## src/rtl/rim_pkg.sv

```systemverilog
`timescale 1ns / 1ps

package rim_pkg;

   // sizing
   localparam int MAX_SEGMENTS = 64;
   localparam int TIME_BITS    = 44;
   localparam int GAP_BITS     = 32;
   localparam int CNT_BITS     = $clog2(MAX_SEGMENTS + 1);

   // cell operations
   localparam logic [1:0] OP_HOLD   = 2'd0;
   localparam logic [1:0] OP_INSERT = 2'd1;
   localparam logic [1:0] OP_SHIFT  = 2'd2;

   typedef logic [TIME_BITS-1:0] time_type;

   // broadcast to every cell
   typedef struct packed {
      logic [1:0] op;
      time_type   start;
      time_type   stop;
   } cell_cmd_type;

   // one merged run leaving the walk unit
   typedef struct packed {
      logic     valid;
      time_type start;
      time_type stop;
      logic     last;
   } run_word_type;

endpackage

```

## src/rtl/rim_cell.sv

```systemverilog
`timescale 1ns / 1ps

module rim_cell (
   input  logic                  clock,
   input  rim_pkg::cell_cmd_type cmd,
   input  logic                  valid,
   input  logic                  prev_mine,
   input  rim_pkg::time_type     prev_start,
   input  rim_pkg::time_type     prev_stop,
   input  rim_pkg::time_type     next_start,
   input  rim_pkg::time_type     next_stop,
   output logic                  mine,
   output rim_pkg::time_type     start,
   output rim_pkg::time_type     stop
);

   rim_pkg::time_type start_ff, start_in;
   rim_pkg::time_type stop_ff, stop_in;

   // new word goes at or before this cell; equal starts stay behind
   assign mine = !valid || (start_ff > cmd.start);

   // take new word, shift up from the left, or shift down from the right
   always_comb begin
      start_in = start_ff;
      stop_in  = stop_ff;
      case (cmd.op)
         rim_pkg::OP_INSERT: begin
            if (mine && prev_mine) begin
               start_in = prev_start;
               stop_in  = prev_stop;
            end else if (mine) begin
               start_in = cmd.start;
               stop_in  = cmd.stop;
            end
         end
         rim_pkg::OP_SHIFT: begin
            start_in = next_start;
            stop_in  = next_stop;
         end
         default: begin
            start_in = start_ff;
            stop_in  = stop_ff;
         end
      endcase
   end

   always_ff @(posedge clock) begin
      start_ff <= start_in;
      stop_ff  <= stop_in;
   end

   assign start = start_ff;
   assign stop  = stop_ff;

endmodule

```

## config.mk

```make
export PLATFORM = sky130hd
export DESIGN_NAME = rim_cell
export DESIGN_NICKNAME = d
export VERILOG_FILES = /design/src/rtl/rim_pkg.sv /design/src/rtl/rim_cell.sv
export SDC_FILE = /design/constraint.sdc
export NUM_CORES = 1
export LEC_CHECK = 0
export BUFFER_PORTS_ARGS = -buffer_cell sky130_fd_sc_hd__buf_2
export CAP_MARGIN = 25
export CORE_MARGIN = 2
export CORE_UTILIZATION = 30
export CTS_CLUSTER_DIAMETER = 200
export DETAILED_ROUTE_END_ITERATION = 7
export GPL_TIMING_DRIVEN = 1
export PLACE_DENSITY = 0.69
export SYNTH_ARGS = -nofsm -noshare
export SYNTH_HDL_FRONTEND = slang
export SYNTH_SLANG_ARGS = --single-unit
export TNS_END_PERCENT = 1
```

## constraint.sdc

```tcl
create_clock -name clock -period 13.5 [get_ports clock]
set_input_delay 2.7 -clock clock [delete_from_list [all_inputs] [get_ports clock]]
set_output_delay 2.7 -clock clock [all_outputs]
set_load 0.02 [all_outputs]
```

# Word level (Yosys, flattened, before mapping)
# Index checks and enable logic that the tools add are counted.
[word_totals] register_bits=88 memories=0 rom_bits=0 latchBits=0 out_inout_bits=89 ram_bits=0
[classes] multipliers=0 mux=6 magnitude_cmp=1 bitwise_logic=0 add_sub_neg=0 n_eq_ne=3 shifts=0 n_reduce_logical=5 n_div=0
[op_table] operator="2-to-1 mux 44 bit" n=4
[op_table] operator="case mux 44 bit (2 select lines)" n=2
[op_table] operator="greater-than comparator 44 bit" n=1
[op_table] operator="inequality test 3 bit (second input constant)" n=1
[op_table] operator="== test 2 x 1 -> 1 bit (second input constant)" n=1
[op_table] operator="== test 2 bit (second input constant)" n=1
[op_table] operator="AND reduction 2 bit" n=1
[op_table] operator="nonzero test 2 bit" n=1
[op_table] operator="logical AND 1 bit" n=1
[op_table] operator="zero test 1 bit" n=1
[op_table] operator="logical OR 1 bit" n=1

# Depth between registers and ports, before layout
[logic_depth] word_depth=5 ltp_mapped=11 ltp_nobuf=9

# Least setup slack after synthesis
# No wires, ideal clock.
[synth_timing] path_kind="input port to flip-flop" start="input port cmd[69] in the netlist's numbering" end="register start_ff[0] (netlist: start[0]), enable pin" arrival_ns=8.438 stages=9 slack_ns=4.499 path_cell_list="inv_1 > ha_1 > nand4_1 > nor4_2 > nand2_1 > o211a_1 > nor3b_2 > or2_2 > a21oi_1"
[synth_via] elab_chain_cells=5
[synth_lines] item="start, declared" line_no="rim_cell.sv:5" rtl="input rim_pkg::cell_cmd_type cmd,"
[synth_lines] item="greater-than comparator 44 bit (*)" line_no="rim_cell.sv:21" rtl="assign mine = !valid || (start_ff > cmd.start);"
[synth_lines] item="logical OR 1 bit (*)" line_no="rim_cell.sv:21"
[synth_lines] item="logical AND 1 bit" line_no="rim_cell.sv:29" rtl="if (mine && prev_mine) begin"
[synth_lines] item="inequality test 3 bit (no line) (*)"
[synth_lines] item="AND reduction 2 bit (no line) (*)"
[synth_lines] item="end signal, assigned" line_no="rim_cell.sv:49" rtl="start_ff <= start_in;"
[synth_lines] item="end, declared" line_no="rim_cell.sv:17" rtl="rim_pkg::time_type start_ff, start_in;"
# Every way passes the cells marked *; elsewhere a longest branch is shown, timed or not.
# A chain may end at the register's enable or synchronous reset.

# Final worst setup path
[layout_timing] start="input port cmd[71] in the netlist's numbering" end="output port mine"
[layout_via] elab_chain_cells=2
[layout_lines] item="greater-than comparator 44 bit" line_no="rim_cell.sv:21"
[layout_lines] item="logical OR 1 bit" line_no="rim_cell.sv:21"
[layout_lines] item="end, declared" line_no="rim_cell.sv:12" rtl="output logic mine,"
# No other way between the ends.

==> flow_summary_export.csv <==
group,metric,value,unit
power_and_ir_drop,power.switching,325,uW
final_layout,final_area,8780,sq um
floorplanning,ios,358,
flow_run,maxCapViolCount,0,
min_path,holdCritStartpoint,"start[27]",
timing,drv_slew,0,
power_and_ir_drop,leakagePower,0.00383,uW
timing,hold_viol,0,
place,place_ws,5.90,ns
synthesis,avgSynthCellArea,9.61,sq um
floorplanning,die_w,151,um
power_and_ir_drop,p_clk_share,26.9,%
clock_tree,htree_levels,3,
power_and_ir_drop,ir_worst_vdd,0.0652,mV
synthesis,synthArstFlopShare,0,%
synthesis,syn_nets,983,
final_layout,nets,1304,
synthesis,ys_seq_elements,88,
critical_path,cp-end-kind,"output pin",
drt,via_per_inst,5.35,
synthesis,ys_seq_area_share,41.0,%
place,place_congestion,0.789,
min_path,min_path_cells,6,
drt,wl,23000,um
synthesis,ys_types,38,
synthesis,syn_area,6440,sq um
critical_path,reg2reg_slack,9.93,ns
timing,period_minus_slack,7.61,ns
power_and_ir_drop,p_comb_share,34.5,%
grt,overflow,0,
synthesis,synthTopCellsByArea,"edfxtp_1 (41%), o221a_2 (12%), ha_1 (8.5%)",
grt,grtUsageTotal,19.3,%
place,portBuffers,357,
drt,drcViolationCount,0,
drt,wl_per_cell,18.1,um
min_path,worstHoldEndpoint,"start[19]",
clock_tree,cts_num_sinks,88,
timing,worstMarginPinSlew,0.955,ns
synthesis,syn_inst,670,
timing,whs,1.45,ns
clock_tree,cts_tree,"built",
critical_path,crit_type,"in2out",
power_and_ir_drop,powerDensity,109,nW/um^2
final_layout,synthToLayoutAreaGrowth,36.3,%
synthesis,yosys.area.top_type,"edfxtp_1",
timing,skew,0.0115,ns
critical_path,path_cells,"buf_2, inv_1, ha_1, nand4_1, nor4_2, nand2_1, o211a_1, nor3b_2, or2_2, nand2_1, buf_2",
clock_tree,cts.clk_slew.worst_paths,0.07,ns
synthesis,synth_ff_type,"edfxtp_1",
critical_path,r2r_start,"start[26]",
clock_tree,cts_hold_buf,0,
timing,fin_crit_sh,56.3,%
clock_tree,clk_latency,0.34,ns
timing,layout_setup_ws,5.89,ns
critical_path,reg2reg_to,"start[34]",
timing,slew_headroom,36.3,%
floorplanning,die_area,22700,sq um
power_and_ir_drop,power.internal,635,uW
critical_path,cp-start-kind,"input pin",
grt,grt_pass1_wl,33800,um
floorplanning,rows,53,
critical_path,worstPathRequired,10.80,ns
grt,grt_pass1_vias,6360,
drt,ant_nets,0,
power_and_ir_drop,power_frac_seq,38.6,%
min_path,hold_class,"reg2reg",
power_and_ir_drop,p_sw_share,33.9,%
place,place_area,8450,sq um
timing,tns,0,ns
timing,setup_viol,0,
clock_tree,cts_setup_buffers,0,
critical_path,cp_slowest_cell,"nor4_2",
drt,drt_iter0_markers,382,
floorplanning,start_util,30.6,%
critical_path,slowest_delay,0.50,ns
critical_path,reg2regPathDepth,10,
grt,grt_max_degree,103,
clock_tree,cts_buffers,9,
clock_tree,ctsResizeCount,0,
power_and_ir_drop,p_total,960,uW
drt,first_pass_iters,5,
critical_path,path_max_fanout,3,
run_status,outcome,"finished clean",
critical_path,crit_arrival,4.91,ns
clock_tree,clock_path_buffers,2,
timing,rsz0062_at_grt,"false",
grt,antenna_found_initial,2,
synthesis,synth_top_area_share,41.0,%
synthesis,synth_edf_count,88,
final_layout,layout-drive-gt1-share,46.1,%
drt,vias,6815,
clock_tree,cts-root-buf,"clkbuf_16",
floorplanning,dieHeight,151,um
floorplanning,core_area,21000,sq um
timing,fmax,131,MHz
synthesis,synth_warnings,0,
place,dp_hpwl,17100,um
## state kept, by name, summed over array words and instances (netlist names)
signal  cells
start      44
stop       44
## layer usage
layer	wire, um	global-route usage [%]
met1	9530	23.3
met3	1850	4.64
met2	11500	34.6
met5	0	0
met4	187	4.48
## cells in the mapped netlist, drive strengths merged, types with 2 or more instances
cell type / n
nand2: 103
o21ai: 95
edfxtp: 88
o221a: 88
o22ai: 88
clkbuf: 44
ha: 44
inv: 44
a21oi: 19
buf: 13
nand4: 8
nor2: 6
nand3: 4
nand2b: 3
nor2b: 3
a21o: 2
a221oi: 2
and4: 2
nor3b: 2
nor4: 2
## power groups by stage
stage	Sequential [uW]	Combinational, uW	Clock [uW]
after floorplan	425	154	0
after global placement	375	325	0
after detailed placement	377	331	0
after CTS	371	333	268
after global routing	374	363	277
final	370	331	258
## final cells by class
class / count / area (sq um)
timing repair buffer: 367 / 1910
antenna: 3 / 7.51
inverter: 44 / 165
clock buffer: 10 / 229
tap: 275 / 344
fill: 2069 / 12200
multi-input combinational: 481 / 3410
clock inverter: 6 / 67.6
sequential: 88 / 2640
## through the flow
stage | instances | util (%)
final | 1274 | 41.8
after global placement | 1252 | 40.0
after floorplan | 670 | -
after detailed placement | 1254 | 40.2
after CTS | 1270 | 41.6
after global routing | 1272 | 41.7
## cells by family (layout without fill, tap and decap cells)
| kind of cell | Yosys count | count (layout) | share of synthesized area, % |
|---|---|---|---|
| AO/OA/AOI/OAI | 300 | 300 | 34.4 |
| XOR/XNOR | 1 | 1 | 0.136 |
| adder cells (fa/ha/maj) | 44 | 44 | 8.55 |
| buffers and inverters | 101 | 427 | 6.47 |
| flip-flops | 88 | 88 | 41.0 |
| other | 0 | 3 | 0 |
| AND/OR/NAND/NOR | 136 | 136 | 9.44 |
## cells in the final DEF, fill, tap and decap left out, drive strengths merged, types with 8 or more instances in the layout
master  count
o221a      88
buf       367
nand4       8
edfxtp     88
o22ai      88
inv        46
nand2     103
o21ai      95
a21oi      19
clkbuf     10
ha         44
## critical path: cells and delay by family
kind	cells	cell delay [ns]
and+or+nand+nor	6	1.40
buffers and inverters	3	0.33
adders and majority gates	1	0.30
AOI/OAI and AO/OA	1	0.18
## worst max path at each step
stage	start	end	slack, ns	cells after the start
floorplan	cmd[69]	start[0]	4.50	9
global placement	cmd[71]	mine	5.97	11
detailed placement	cmd[71]	mine	5.90	11
CTS	cmd[71]	mine	5.89	11
global route	cmd[71]	mine	5.74	11
finish	cmd[71]	mine	5.89	11
Power figures use the tool's default switching activity.
