<file path="config.mk">
export PLATFORM = sky130hd
export DESIGN_NAME = rim_merge
export DESIGN_NICKNAME = d
export VERILOG_FILES = /design/src/rtl/rim_pkg.sv /design/src/rtl/rim_merge.sv
export SDC_FILE = /design/constraint.sdc
export NUM_CORES = 1
export LEC_CHECK = 0
export BUFFER_PORTS_ARGS = -buffer_cell sky130_fd_sc_hd__buf_2
export CAP_MARGIN = 40
export CORE_MARGIN = 2
export CORE_UTILIZATION = 35
export CTS_BUF_LIST = sky130_fd_sc_hd__clkbuf_16
export CTS_CLUSTER_SIZE = 28
export DETAILED_ROUTE_END_ITERATION = 8
export SETUP_SLACK_MARGIN = 0.2
export SLEW_MARGIN = 10
export SYNTH_ARGS = -nofsm -noshare
export SYNTH_HDL_FRONTEND = slang
export SYNTH_SLANG_ARGS = --single-unit
</file>
<file path="constraint.sdc">
create_clock -name clock -period 28.3 [get_ports clock]
set_input_delay 8.49 -clock clock [delete_from_list [all_inputs] [get_ports clock]]
set_output_delay 8.49 -clock clock [all_outputs]
set_load 0.02 [all_outputs]
</file>
<file path="src/rtl/rim_pkg.sv">
`timescale 1ns / 1ps

package rim_pkg;

   // sizing
   localparam int MAX_SEGMENTS = 64;
   localparam int TIME_BITS    = 44;
   localparam int GAP_BITS     = 32;
   localparam int CNT_BITS     = $clog2(MAX_SEGMENTS + 1);

   // cell operations
   localparam logic [1:0] OP_HOLD   = 2'd0;
   localparam logic [1:0] OP_INSERT = 2'd1;
   localparam logic [1:0] OP_SHIFT  = 2'd2;

   typedef logic [TIME_BITS-1:0] time_type;

   // broadcast to every cell
   typedef struct packed {
      logic [1:0] op;
      time_type   start;
      time_type   stop;
   } cell_cmd_type;

   // one merged run leaving the walk unit
   typedef struct packed {
      logic     valid;
      time_type start;
      time_type stop;
      logic     last;
   } run_word_type;

endpackage

</file>
<file path="src/rtl/rim_merge.sv">
`timescale 1ns / 1ps

module rim_merge (
   input  logic                        clock,
   input  logic                        reset,
   input  logic                        active,
   input  logic                        has_more,
   input  rim_pkg::time_type           head_start,
   input  rim_pkg::time_type           head_stop,
   input  logic [rim_pkg::GAP_BITS-1:0] gap,
   input  logic                        out_free,
   output logic                        consume,
   output logic                        done,
   output rim_pkg::run_word_type       run
);

   rim_pkg::time_type rs_ff, rs_in;
   rim_pkg::time_type re_ff, re_in;
   logic              have_ff, have_in;
   logic              joins;
   rim_pkg::time_type diff;

   // join test against the open run
   assign diff  = head_start - re_ff;
   assign joins = (head_start <= re_ff) || (diff <= rim_pkg::TIME_BITS'(gap));

   // walk one stored segment per cycle, except while a run must leave and out_free is low
   always_comb begin
      rs_in     = rs_ff;
      re_in     = re_ff;
      have_in   = have_ff;
      consume   = 1'b0;
      done      = 1'b0;
      run.valid = 1'b0;
      run.start = rs_ff;
      run.stop  = re_ff;
      run.last  = 1'b0;
      if (active) begin
         if (has_more) begin
            if (!have_ff) begin
               consume = 1'b1;
               rs_in   = head_start;
               re_in   = head_stop;
               have_in = 1'b1;
            end else if (joins) begin
               consume = 1'b1;
               if (head_stop > re_ff) begin
                  re_in = head_stop;
               end
            end else if (out_free) begin
               run.valid = 1'b1;
               consume   = 1'b1;
               rs_in     = head_start;
               re_in     = head_stop;
            end
         end else if (have_ff) begin
            if (out_free) begin
               run.valid = 1'b1;
               run.last  = 1'b1;
               have_in   = 1'b0;
               done      = 1'b1;
            end
         end else begin
            done = 1'b1;
         end
      end
   end

   always_ff @(posedge clock) begin
      if (reset) begin
         have_ff <= 1'b0;
      end else begin
         have_ff <= have_in;
      end
      rs_ff <= rs_in;
      re_ff <= re_in;
   end

endmodule

</file>
Word-level counts from Yosys, hierarchy flattened:

Cells that the tools add are included.

* register bits after elaboration: 89
* input port bits: 125
* output and inout bits: 92

* $add $sub $neg: 1
* $lt $le $gt $ge: 3
* equality and inequality tests: 4
* mux-type cells: 25
* reductions and logical operators: 3

Operators with widths (count)
* two-way mux 44 bit: 7
* greater-than comparator 44 bit: 1
* less-or-equal comparator 44 x 32 -> 1 bit: 1
* less-or-equal comparator 44 bit: 1
* subtractor 44 bit: 1
* two-way mux 1 bit: 18
* AND reduction 4 bit: 2
* inequality test 3 x 2 -> 1 bit (second input constant): 2
* inequality test 2 bit (second input constant): 2
* logical OR 1 bit: 1

Longest topological paths before layout:

Gate-level depths: netlist of the first run.

* depth in word-level cells: 7
* mapped depth: 24

Least setup slack after synthesis of the first run:

No wires, ideal clock.

* path type: input to output
* start: input port head_start[9]
* end: output port consume
* arrival: 12.594 ns
* setup slack: 7.216 ns
* cell stages on the path: 22
* path buffers: 0
* cell sequence: ha_1 > a21o_2 > o21ai_1 > a21oi_1 > o41ai_1 > a21oi_1 > nor2_1 > o31ai_1 > a31oi_1 > xnor2_1 > ha_1 > a21oi_1 > o21ai_0 > a211oi_1 > o21ai_0 > a211oi_1 > o2111ai_1 > a2111oi_4 > nand4_2 > nor4_4 > nor2_1 > a21oi_1

* cells in the longest elaborated chain, start to end: 7

RTL lines
* from (decl): line rim_merge.sv:8 `input rim_pkg::time_type head_start,`
* subtractor 44 bit: line rim_merge.sv:24 `assign diff = head_start - re_ff;`
* less-or-equal comparator 44 x 32 -> 1 bit: line rim_merge.sv:25 `assign joins = (head_start <= re_ff) || (diff <= rim_pkg::TIME_BITS'(gap));`
* logical OR 1 bit *: line rim_merge.sv:25
* two-way mux 1 bit *: line rim_merge.sv:45 `end else if (joins) begin`
* two-way mux 1 bit *: line rim_merge.sv:40 `if (!have_ff) begin`
* two-way mux 1 bit *: line rim_merge.sv:39 `if (has_more) begin`
* two-way mux 1 bit *: line rim_merge.sv:38 `if (active) begin`
* to (decl): line rim_merge.sv:12 `output logic consume,`

Mark *: on every way between the ends. The rest lies on a longest branch, timed or not.

Worst setup path in the final report of the first run:

* start: input port head_start[1]
* end: output port consume

The elaborated chain is that of the path after synthesis.

==> run_results.csv, run 1 <==
group,metric,value,unit
sta,slew_violations,0,
floorplan,die_x,148,um
logic_synthesis,yosys-top-cells-area,"edfxtp_1 (36%), ha_1 (21%), a21oi_1 (4.7%), inv_1 (4.7%), a21o_1 (3.7%)",
clock_network,cts_made_buffers,9,
final_layout,fillers,2038,
clock_network,path_clk_slew,70,ps
floorplan,die_area,22000,sq um
placed_design,dpl_cell_area,8680,sq um
clock_network,cts_sinks,89,
critical_path,worst_ep_required_time,19810,ps
sta,worstMarginPinSlew,705,ps
sta,hold_viol_final,0,
logic_synthesis,yosysWarningCount,0,
final_layout,drive_gt1_share,25.5,%
clock_network,cts_tree,"done",
sta,setup_viol,0,
logic_synthesis,synth_nets,1004,
drt,totalWireLength,20400,um
logic_synthesis,synthCells,758,
status,outcome,"complete, no violations",
drt,drt_pass1_iterations,5,
floorplan,initial_core_util,35.8,%
sta,grt_setup_unrepaired,"false",
clock_network,cts-resized-gates,0,
critical_path,max_stage_delay,570,ps
sta,fmax,0.0452,GHz
worst_hold_path,worstHoldStart,"have_ff$_SDFFE_PP0P_",
logic_synthesis,synth.cell_area,7300,sq um
placed_design,place_inst,1232,
logic_synthesis,synth.largest_area_cell,"edfxtp_1",
grt,grt_max_degree,45,
drt,wl_met1,9770,um
logic_synthesis,synth-async-reset-ratio,0,%
final_layout,fin_util,44.0,%
floorplan,pin_count,217,
floorplan,core,20400,sq um
worst_hold_path,timing.hold.worst_endpoint,"have_ff$_SDFFE_PP0P_",
critical_path,cp.arrival,13650,ps
grt,grt_pass1_vias,6241,
critical_path,start_kind,"primary input",
drt,highest-signal-layer,"met4",
placed_design,routabilityCongestion,0.839,
drt,vias_per_cell,5.06,
placed_design,pre_cts_ws,6200,ps
final_layout,layout_commonest_cell,"buf_2",
drt,route.met2.wl,9440,um
logic_synthesis,synth-seq-area-share,36.5,%
critical_path,r2r-start,"re_ff[1]$_DFFE_PP_",
logic_synthesis,ys_ff_latch,89,
final_layout,fin_cells,1248,
grt,track_usage,18.6,%
drt,drtAntennaViolNets,0,
critical_path,slowest_stage,"o41ai_1",
logic_synthesis,yosys.area.top_type_share,36.2,%
grt,gr-total-overflow,0,
final_layout,n_antenna_cell,0,
worst_hold_path,hp-class,"flip-flop to flip-flop",
pwr,cellPowerDensity,48.3,nW/um^2
critical_path,endpoint_kind,"output pin",
drt,dr_wl_met3,1030,um
sta,maxSlewHeadroom,52.8,%
logic_synthesis,synth_edf_count,88,
sta,layout_setup_ws,6160,ps
critical_path,path_delay_family,"compound AO/OA/AOI/OAI gates",
run,cap_violations,0,
final_layout,areaGrowthSynthToFinish,22.7,%
logic_synthesis,synth_ff_type,"edfxtp_1",
sta,fin_tns_setup,0,ps
critical_path,crit_type,"primary input to output pin",
critical_path,critPathMaxFanout,3,
placed_design,hpwl,17100,um
sta,fin_worst_skew,12.2,ps
drt,drt-initial-drc-count,358,
clock_network,post-cts-setup-buffer-count,0,
drt,wl_per_cell,16.4,um
floorplan,num_rows,52,
final_layout,final_cell_mix,"buf_2 (216), ha_1 (120), inv_1 (93), edfxtp_1 (88), a21oi_1 (69)",
drt,drc_errors,0,
clock_network,clock_latency,360,ps
sta,timing.final.crit_share,78.2,%
floorplan,die_h,148,um
pwr,p_leak,0.00432,uW
critical_path,reg2reg_to,"re_ff[27]$_DFFE_PP_",
logic_synthesis,syn_area_per_cell,9.62,sq um
grt,grt_pass1_wl,32200,um
critical_path,path_cells,"buf_2, ha_1, nor2b_1, o21ai_0, a211oi_1, o41ai_1, a21oi_1, nor2_1, o31ai_1, a31oi_1, xnor2_1, ha_1, a21oi_1, o21ai_0, a211oi_1, o21ai_0, a211oi_1, o2111ai_1, a2111oi_4, nand4_2, nor4_4, nor2_1, a21oi_1, buf_2",
drt,vias,6309,
clock_network,clk_root_buffer_cell,"clkbuf_16",
sta,layout_min_cycle_time,22140,ps
clock_network,htreeDepth,3,
critical_path,r2r_slack,21680,ps
logic_synthesis,yosysUniqueCellTypes,63,
worst_hold_path,holdPathStages,2,
final_layout,fin_nets,1219,
clock_network,clk_path_buf_depth,2,
clock_network,hold_buffers,0,
placed_design,numPortBuffers,216,
critical_path,crit_buf_inv,2,
critical_path,rr_worst_depth,24,
final_layout,fin_area,8950,sq um
pwr,irDropWorstVdd,30.4,uV
grt,antenna_found_initial,0,
## state kept, by name, summed over array words and instances (netlist names)
name	flops
have_ff	1
rs_ff	44
re_ff	44
## synth_stat cells, types with 2 or more instances
cell       count
a211oi_1       6
a21o_1        36
a21oi_1       69
a221o_1        2
a31oi_1       10
a41o_1         2
and2_1         3
and3_1         2
buf_2          4
buf_4          3
clkbuf_1       7
edfxtp_1      88
ha_1         120
inv_1         92
mux2i_1        3
nand2_1       50
nand2b_1      12
nand3_1       19
nand4_1       34
nor2_1        33
nor2b_1       15
nor3_1         9
nor4_1         5
o2111ai_1      2
o211ai_1       4
o21a_1         5
o21ai_0       36
o21ai_1        4
o21bai_1       5
o31a_1         3
o31ai_1        4
o41ai_1        2
or2_2          3
or3_1          6
xnor2_1       17
xor2_1        16
## kinds of logic (layout without fill, tap and decap cells)
kind of cell	Yosys count	after routing	share of synthesized area, %
buffers and inverters	106	326	5.68
muxes	3	3	0.412
AOI/OAI and AO/OA	206	206	18.2
and+or+nand+nor	200	200	14.4
xor gates and xnor gates	33	33	3.96
adders and majority gates	121	121	20.9
DFF	89	89	36.5
## how the worst max path moves through the flow
stage,from,depth (start not counted),to
after detailed placement,head_start[9],24,consume
after global routing,head_start[1],24,consume
after global placement,head_start[1],24,consume
final,head_start[1],24,consume
after floorplan,head_start[9],22,consume
after CTS,head_start[9],24,consume
## metrics by stage
step / hold slack (ps) / total power [uW]
finish: 565 / 432
global route: 587 / 463
CTS: 565 / 437
detailed placement: 549 / 321
global placement: 555 / 320
floorplan: 499 / 274
## where the power goes
part	switching (uW)	leakage (uW)	internal [uW]
combinational	96.0	0.00335	63.2
clock	54.6	0.000137	59.6
sequential	3.10	0.000835	156
## routing by layer
| layer | vias to the layer above | global-route usage (%) |
|---|---|---|
| met4 | 0 | 3.38 |
| li1 | 3230 | - |
| met3 | 13 | 3.59 |
| met1 | 2902 | 25.7 |
| met2 | 164 | 30.6 |
| met5 | - | 0 |
## layout make-up
type / count / area (sq um) / share of cell area, %
multi-input cells: 563 / 4240 / 47.3
flip-flops and latches: 89 / 2660 / 29.7
repair buffers: 218 / 1100 / 12.2
inverters: 92 / 345 / 3.86
well taps: 270 / 338 / 3.77
clock buffers: 9 / 225 / 2.52
clock inverters: 7 / 47.5 / 0.531
## tightest hold or removal path, stage by stage, from the launching register on
cell	delay, ps
dfxtp_1	360
nor2_1	120
nor3_1	50
(Power assumes the default switching activity.)
==> run 2: changes to the inputs <==
Clock period 28.3 ns to 20.5 ns, I/O delays scaled along.
==> run 2 against run 1 <==
- setup slack got worse by 3200 ps
- cell count unchanged
- critical path type unchanged
- cell area increased by 0.45%
==> run_results.csv, run 2 (synthesis results as in run 1) <==
group,metric,value,unit
critical_path,r2r-start,"re_ff[1]$_DFFE_PP_",
drt,vias_per_cell,5.05,
worst_hold_path,hp-class,"flip-flop to flip-flop",
placed_design,numPortBuffers,216,
critical_path,worst_ep_required_time,14350,ps
critical_path,crit_type,"primary input to output pin",
final_layout,fin_area,8990,sq um
floorplan,pin_count,217,
placed_design,hpwl,16900,um
final_layout,n_antenna_cell,0,
critical_path,cp.arrival,11360,ps
floorplan,core,20400,sq um
grt,grt_pass1_vias,6193,
pwr,p_int,408,uW
grt,grt_pass1_wl,32000,um
floorplan,die_x,148,um
drt,drt_pass1_iterations,5,
placed_design,dpl_cell_area,8680,sq um
worst_hold_path,worstHoldStart,"have_ff$_SDFFE_PP0P_",
sta,worstMarginPinSlew,730,ps
drt,wl_per_cell,16.5,um
sta,setup_viol,0,
clock_network,clk_path_buf_depth,2,
grt,track_usage,18.4,%
clock_network,clk_root_buffer_cell,"clkbuf_16",
floorplan,initial_core_util,35.8,%
clock_network,hold_buffers,0,
sta,fmax,0.0571,GHz
critical_path,critPathMaxFanout,7,
status,outcome,"complete, no violations",
pwr,seqPwrFrac,35.4,%
clock_network,cts_sinks,89,
grt,grt_max_degree,45,
floorplan,die_area,22000,sq um
final_layout,layout_commonest_cell,"buf_2",
sta,fin_worst_skew,12.2,ps
clock_network,cts_tree,"done",
drt,drt-initial-drc-count,330,
floorplan,die_h,148,um
placed_design,routabilityCongestion,0.844,
critical_path,reg2reg_to,"re_ff[29]$_DFFE_PP_",
sta,slew_violations,0,
final_layout,fin_nets,1219,
worst_hold_path,timing.hold.worst_endpoint,"have_ff$_SDFFE_PP0P_",
final_layout,final_cell_mix,"buf_2 (216), ha_1 (120), inv_1 (94), edfxtp_1 (88), a21oi_1 (69)",
final_layout,drive_gt1_share,25.3,%
final_layout,top_regs,"re_ff (44), rs_ff (44), have_ff (1)",
sta,grt_setup_unrepaired,"false",
critical_path,start_kind,"primary input",
final_layout,fin_util,44.2,%
pwr,share_comb_of_total_power,35.5,%
pwr,power.net_switching,211,uW
sta,fin_hold_ws,571,ps
final_layout,fillers,2051,
final_layout,areaGrowthSynthToFinish,23.3,%
clock_network,clock_latency,350,ps
worst_hold_path,holdPathStages,2,
clock_network,post-cts-setup-buffer-count,0,
drt,drc_errors,0,
clock_network,cts_made_buffers,9,
floorplan,num_rows,52,
pwr,power_frac_clock,29.0,%
clock_network,path_clk_slew,60,ps
sta,maxSlewHeadroom,51.2,%
sta,hold_viol_final,0,
pwr,cellPowerDensity,68.9,nW/um^2
critical_path,endpoint_kind,"output pin",
clock_network,htreeDepth,3,
sta,layout_min_cycle_time,17510,ps
pwr,switching_share,34.1,%
grt,antenna_found_initial,0,
critical_path,rr_worst_depth,24,
clock_network,cts-resized-gates,0,
sta,timing.final.crit_share,85.4,%
drt,vias,6297,
drt,drtAntennaViolNets,0,
critical_path,r2r_slack,13840,ps
pwr,p_leak,0.00434,uW
pwr,irDropWorstVdd,40.2,uV
run,cap_violations,0,
grt,gr-total-overflow,0,
drt,totalWireLength,20500,um
sta,fin_tns_setup,0,ps
## run 2: cell types whose count changed in the layout (fill, tap and decap cells not counted), sizes merged
cell and delta:
bufinv +2, clkinv -2
## run 2: area by class of cell
cell class	instances	area, sq um	share of cell area (%)
clock inverter	7	87.6	0.974
timing repair buffer	218	1100	12.2
sequential	89	2660	29.6
multi-input combinational	563	4240	47.1
tap	270	338	3.76
inverter	92	345	3.84
clock buffer	9	225	2.50
## run 2: worst max path at each step
stage	start	endpoint	cells past startpoint
floorplan	head_start[9]	consume	22
global placement	head_start[1]	consume	24
detailed placement	head_start[9]	consume	24
CTS	head_start[9]	consume	24
global route	head_start[1]	consume	24
finish	head_start[9]	consume	24
## run 2: metal layers
| metal | routed length (um) | global-route usage (%) | part of all wire, % | up-vias |
|---|---|---|---|---|
| met5 | 0 | 0 | 0 | - |
| met4 | 142 | 3.05 | 0.69 | 0 |
| met3 | 1050 | 3.40 | 5.1 | 7 |
| met2 | 9430 | 30.0 | 46 | 152 |
| met1 | 9910 | 26.0 | 48 | 2900 |
| li1 | - | - | - | 3238 |
## run 2: worst max-delay path, stage by stage
cell	delay (ps)
buf_2	110
ha_1	400
and4_4	280
nand3_1	110
a211oi_1	420
o41ai_1	200
a21oi_1	320
nor2_1	130
o31ai_1	360
a31oi_1	160
xnor2_1	150
ha_1	310
a21oi_1	130
o21ai_0	130
a211oi_1	230
o21ai_0	110
a211oi_1	240
o2111ai_1	190
a2111oi_4	260
nand4_2	160
nor4_4	300
nor2_1	160
a21oi_1	150
buf_2	180
## run 2: power groups by stage
stage,sequential [uW],clock [uW],combinational [uW]
after detailed placement,224,0,219
after floorplan,239,0,139
after CTS,220,184,221
final,219,180,220
after global placement,223,0,218
after global routing,221,190,248
## run 2: metrics by stage
| stage | total power [uW] | setup WS (ps) | cells |
|---|---|---|---|
| floorplan | 378 | 4100 | 758 |
| global placement | 441 | 3210 | 1232 |
| detailed placement | 443 | 3110 | 1232 |
| CTS | 624 | 3050 | 1248 |
| global route | 659 | 2420 | 1248 |
| finish | 619 | 2990 | 1248 |
==> run 3: changes to the inputs <==
Settings changed: CTS_BUF_LIST sky130_fd_sc_hd__clkbuf_16 to not set.
==> run 3 against run 2 <==
- total power grew 0.16%
- largest cell class unchanged
- combinational power about the same
- sequential share of layout area did not move
- setup slack worse by 1.0 ps
- largest power group unchanged
- cell count unchanged
- maximum frequency about the same
- highest routed layer unchanged
- via count fell by 0.24%
- first-iteration DRC count down 0.61%
==> run_results.csv, run 3 (synthesis results as in run 1) <==
group,metric,value,unit
status,outcome,"complete, no violations",
floorplan,initial_core_util,35.8,%
grt,grt_pass1_wl,32000,um
critical_path,slowest_stage,"a211oi_1",
drt,drtAntennaViolNets,0,
placed_design,hpwl,16900,um
final_layout,areaGrowthSynthToFinish,23.3,%
pwr,power_frac_clock,29.1,%
sta,setup_viol,0,
placed_design,routabilityCongestion,0.844,
clock_network,path_clk_slew,60,ps
clock_network,cts-resized-gates,0,
pwr,share_comb_of_total_power,35.5,%
grt,antenna_found_initial,0,
grt,grt_pass1_vias,6193,
pwr,p_int,409,uW
final_layout,final_cell_mix,"buf_2 (216), ha_1 (120), inv_1 (92), edfxtp_1 (88), a21oi_1 (69)",
clock_network,post-cts-setup-buffer-count,0,
clock_network,cts_sinks,89,
grt,gr-total-overflow,0,
critical_path,path_delay_family,"compound AO/OA/AOI/OAI gates",
sta,maxSlewHeadroom,51.1,%
critical_path,cp.arrival,11360,ps
pwr,cellPowerDensity,69.0,nW/um^2
final_layout,layout_commonest_cell,"buf_2",
pwr,power.net_switching,211,uW
sta,fmax,0.0571,GHz
final_layout,fin_area,8990,sq um
critical_path,worst_ep_required_time,14350,ps
drt,drt-initial-drc-count,328,
sta,slew_violations,0,
clock_network,clk_path_buf_depth,2,
placed_design,numPortBuffers,216,
critical_path,crit_type,"primary input to output pin",
final_layout,n_antenna_cell,0,
pwr,switching_share,34.0,%
critical_path,crit_buf_inv,2,
final_layout,top_regs,"re_ff (44), rs_ff (44), have_ff (1)",
placed_design,dpl_cell_area,8680,sq um
pwr,seqPwrFrac,35.4,%
clock_network,htreeDepth,3,
drt,drc_errors,0,
clock_network,clock_latency,350,ps
floorplan,num_rows,52,
final_layout,drive_gt1_share,25.3,%
run,cap_violations,0,
drt,totalWireLength,20500,um
clock_network,cts_made_buffers,9,
sta,grt_setup_unrepaired,"false",
floorplan,die_x,148,um
pwr,irDropWorstVdd,40.2,uV
grt,track_usage,18.4,%
sta,fin_tns_setup,0,ps
critical_path,path_cells,"buf_2, ha_1, and4_4, nand3_1, a211oi_1, o41ai_1, a21oi_1, nor2_1, o31ai_1, a31oi_1, xnor2_1, ha_1, a21oi_1, o21ai_0, a211oi_1, o21ai_0, a211oi_1, o2111ai_1, a2111oi_4, nand4_2, nor4_4, nor2_1, a21oi_1, buf_2",
floorplan,die_h,148,um
floorplan,pin_count,217,
final_layout,fin_nets,1219,
clock_network,cts_tree,"done",
grt,grt_max_degree,45,
critical_path,max_stage_delay,420,ps
drt,drt_pass1_iterations,5,
floorplan,core,20400,sq um
drt,vias,6282,
drt,wl_per_cell,16.4,um
pwr,p_leak,0.00433,uW
worst_hold_path,hp-class,"flip-flop to flip-flop",
sta,fin_hold_ws,571,ps
drt,vias_per_cell,5.03,
critical_path,endpoint_kind,"output pin",
clock_network,clk_root_buffer_cell,"clkbuf_16",
sta,worstMarginPinSlew,731,ps
critical_path,start_kind,"primary input",
sta,fin_worst_skew,12.1,ps
clock_network,hold_buffers,0,
sta,timing.final.crit_share,85.4,%
critical_path,critPathMaxFanout,7,
sta,layout_min_cycle_time,17510,ps
floorplan,die_area,22000,sq um
sta,hold_viol_final,0,
-- run 3: cell types whose count changed in the layout (fill, tap and decap cells not counted), sizes merged --
cell / delta
inv: -2
clkbuf: +2
-- run 3: through the flow --
stage	power, uW	util (%)	cells	setup slack [ps]
2_1_floorplan	378	-	758	4100
3_3_place_gp	441	42.6	1232	3210
3_5_place_dp	443	42.6	1232	3110
4_1_cts	625	44.2	1248	3050
5_1_grt	660	44.2	1248	2420
6_report	620	44.2	1248	2990
-- run 3: final timing paths --
| kind | depth (start not counted) | to | slack (ps) | from |
|---|---|---|---|---|
| max reg2reg | 24 | re_ff[29]$_DFFE_PP_ | 13830 | re_ff[1]$_DFFE_PP_ |
| min reg2reg | 2 | have_ff$_SDFFE_PP0P_ | 570 | have_ff$_SDFFE_PP0P_ |
| max | 24 | consume | 2990 | head_start[9] |
| min | 2 | have_ff$_SDFFE_PP0P_ | 570 | have_ff$_SDFFE_PP0P_ |
-- run 3: per-layer routing --
layer	GRT usage [%]	wire length, um
met5	0	0
met4	3.05	142
met3	3.40	1030
met2	30.0	9420
met1	26.0	9930
-- run 3: final cells by class --
cell class | instances | area [sq um]
clock buffer | 11 | 233
tap | 270 | 338
multi-input combinational | 563 | 4240
sequential | 89 | 2660
clock inverter | 5 | 80.1
inverter | 92 | 345
timing repair buffer | 218 | 1100
fill | 2051 | 11400
-- run 3: worst register-to-register path: cells and delay by family (launching register included) --
family | cells | cell delay [ps]
adder cells (fa/ha/maj) | 2 | 510
buffers and inverters | 2 | 610
XOR/XNOR | 1 | 140
AND/OR/NAND/NOR | 5 | 980
flip-flops | 1 | 440
AO/OA/AOI/OAI | 14 | 3620
-- run 3: power groups by stage --
stage / clock network, uW / registers, uW / logic [uW]
after detailed placement: 0 / 224 / 219
after floorplan: 0 / 239 / 139
after CTS: 185 / 220 / 221
final: 181 / 219 / 220
after global routing: 191 / 221 / 248
after global placement: 0 / 223 / 218
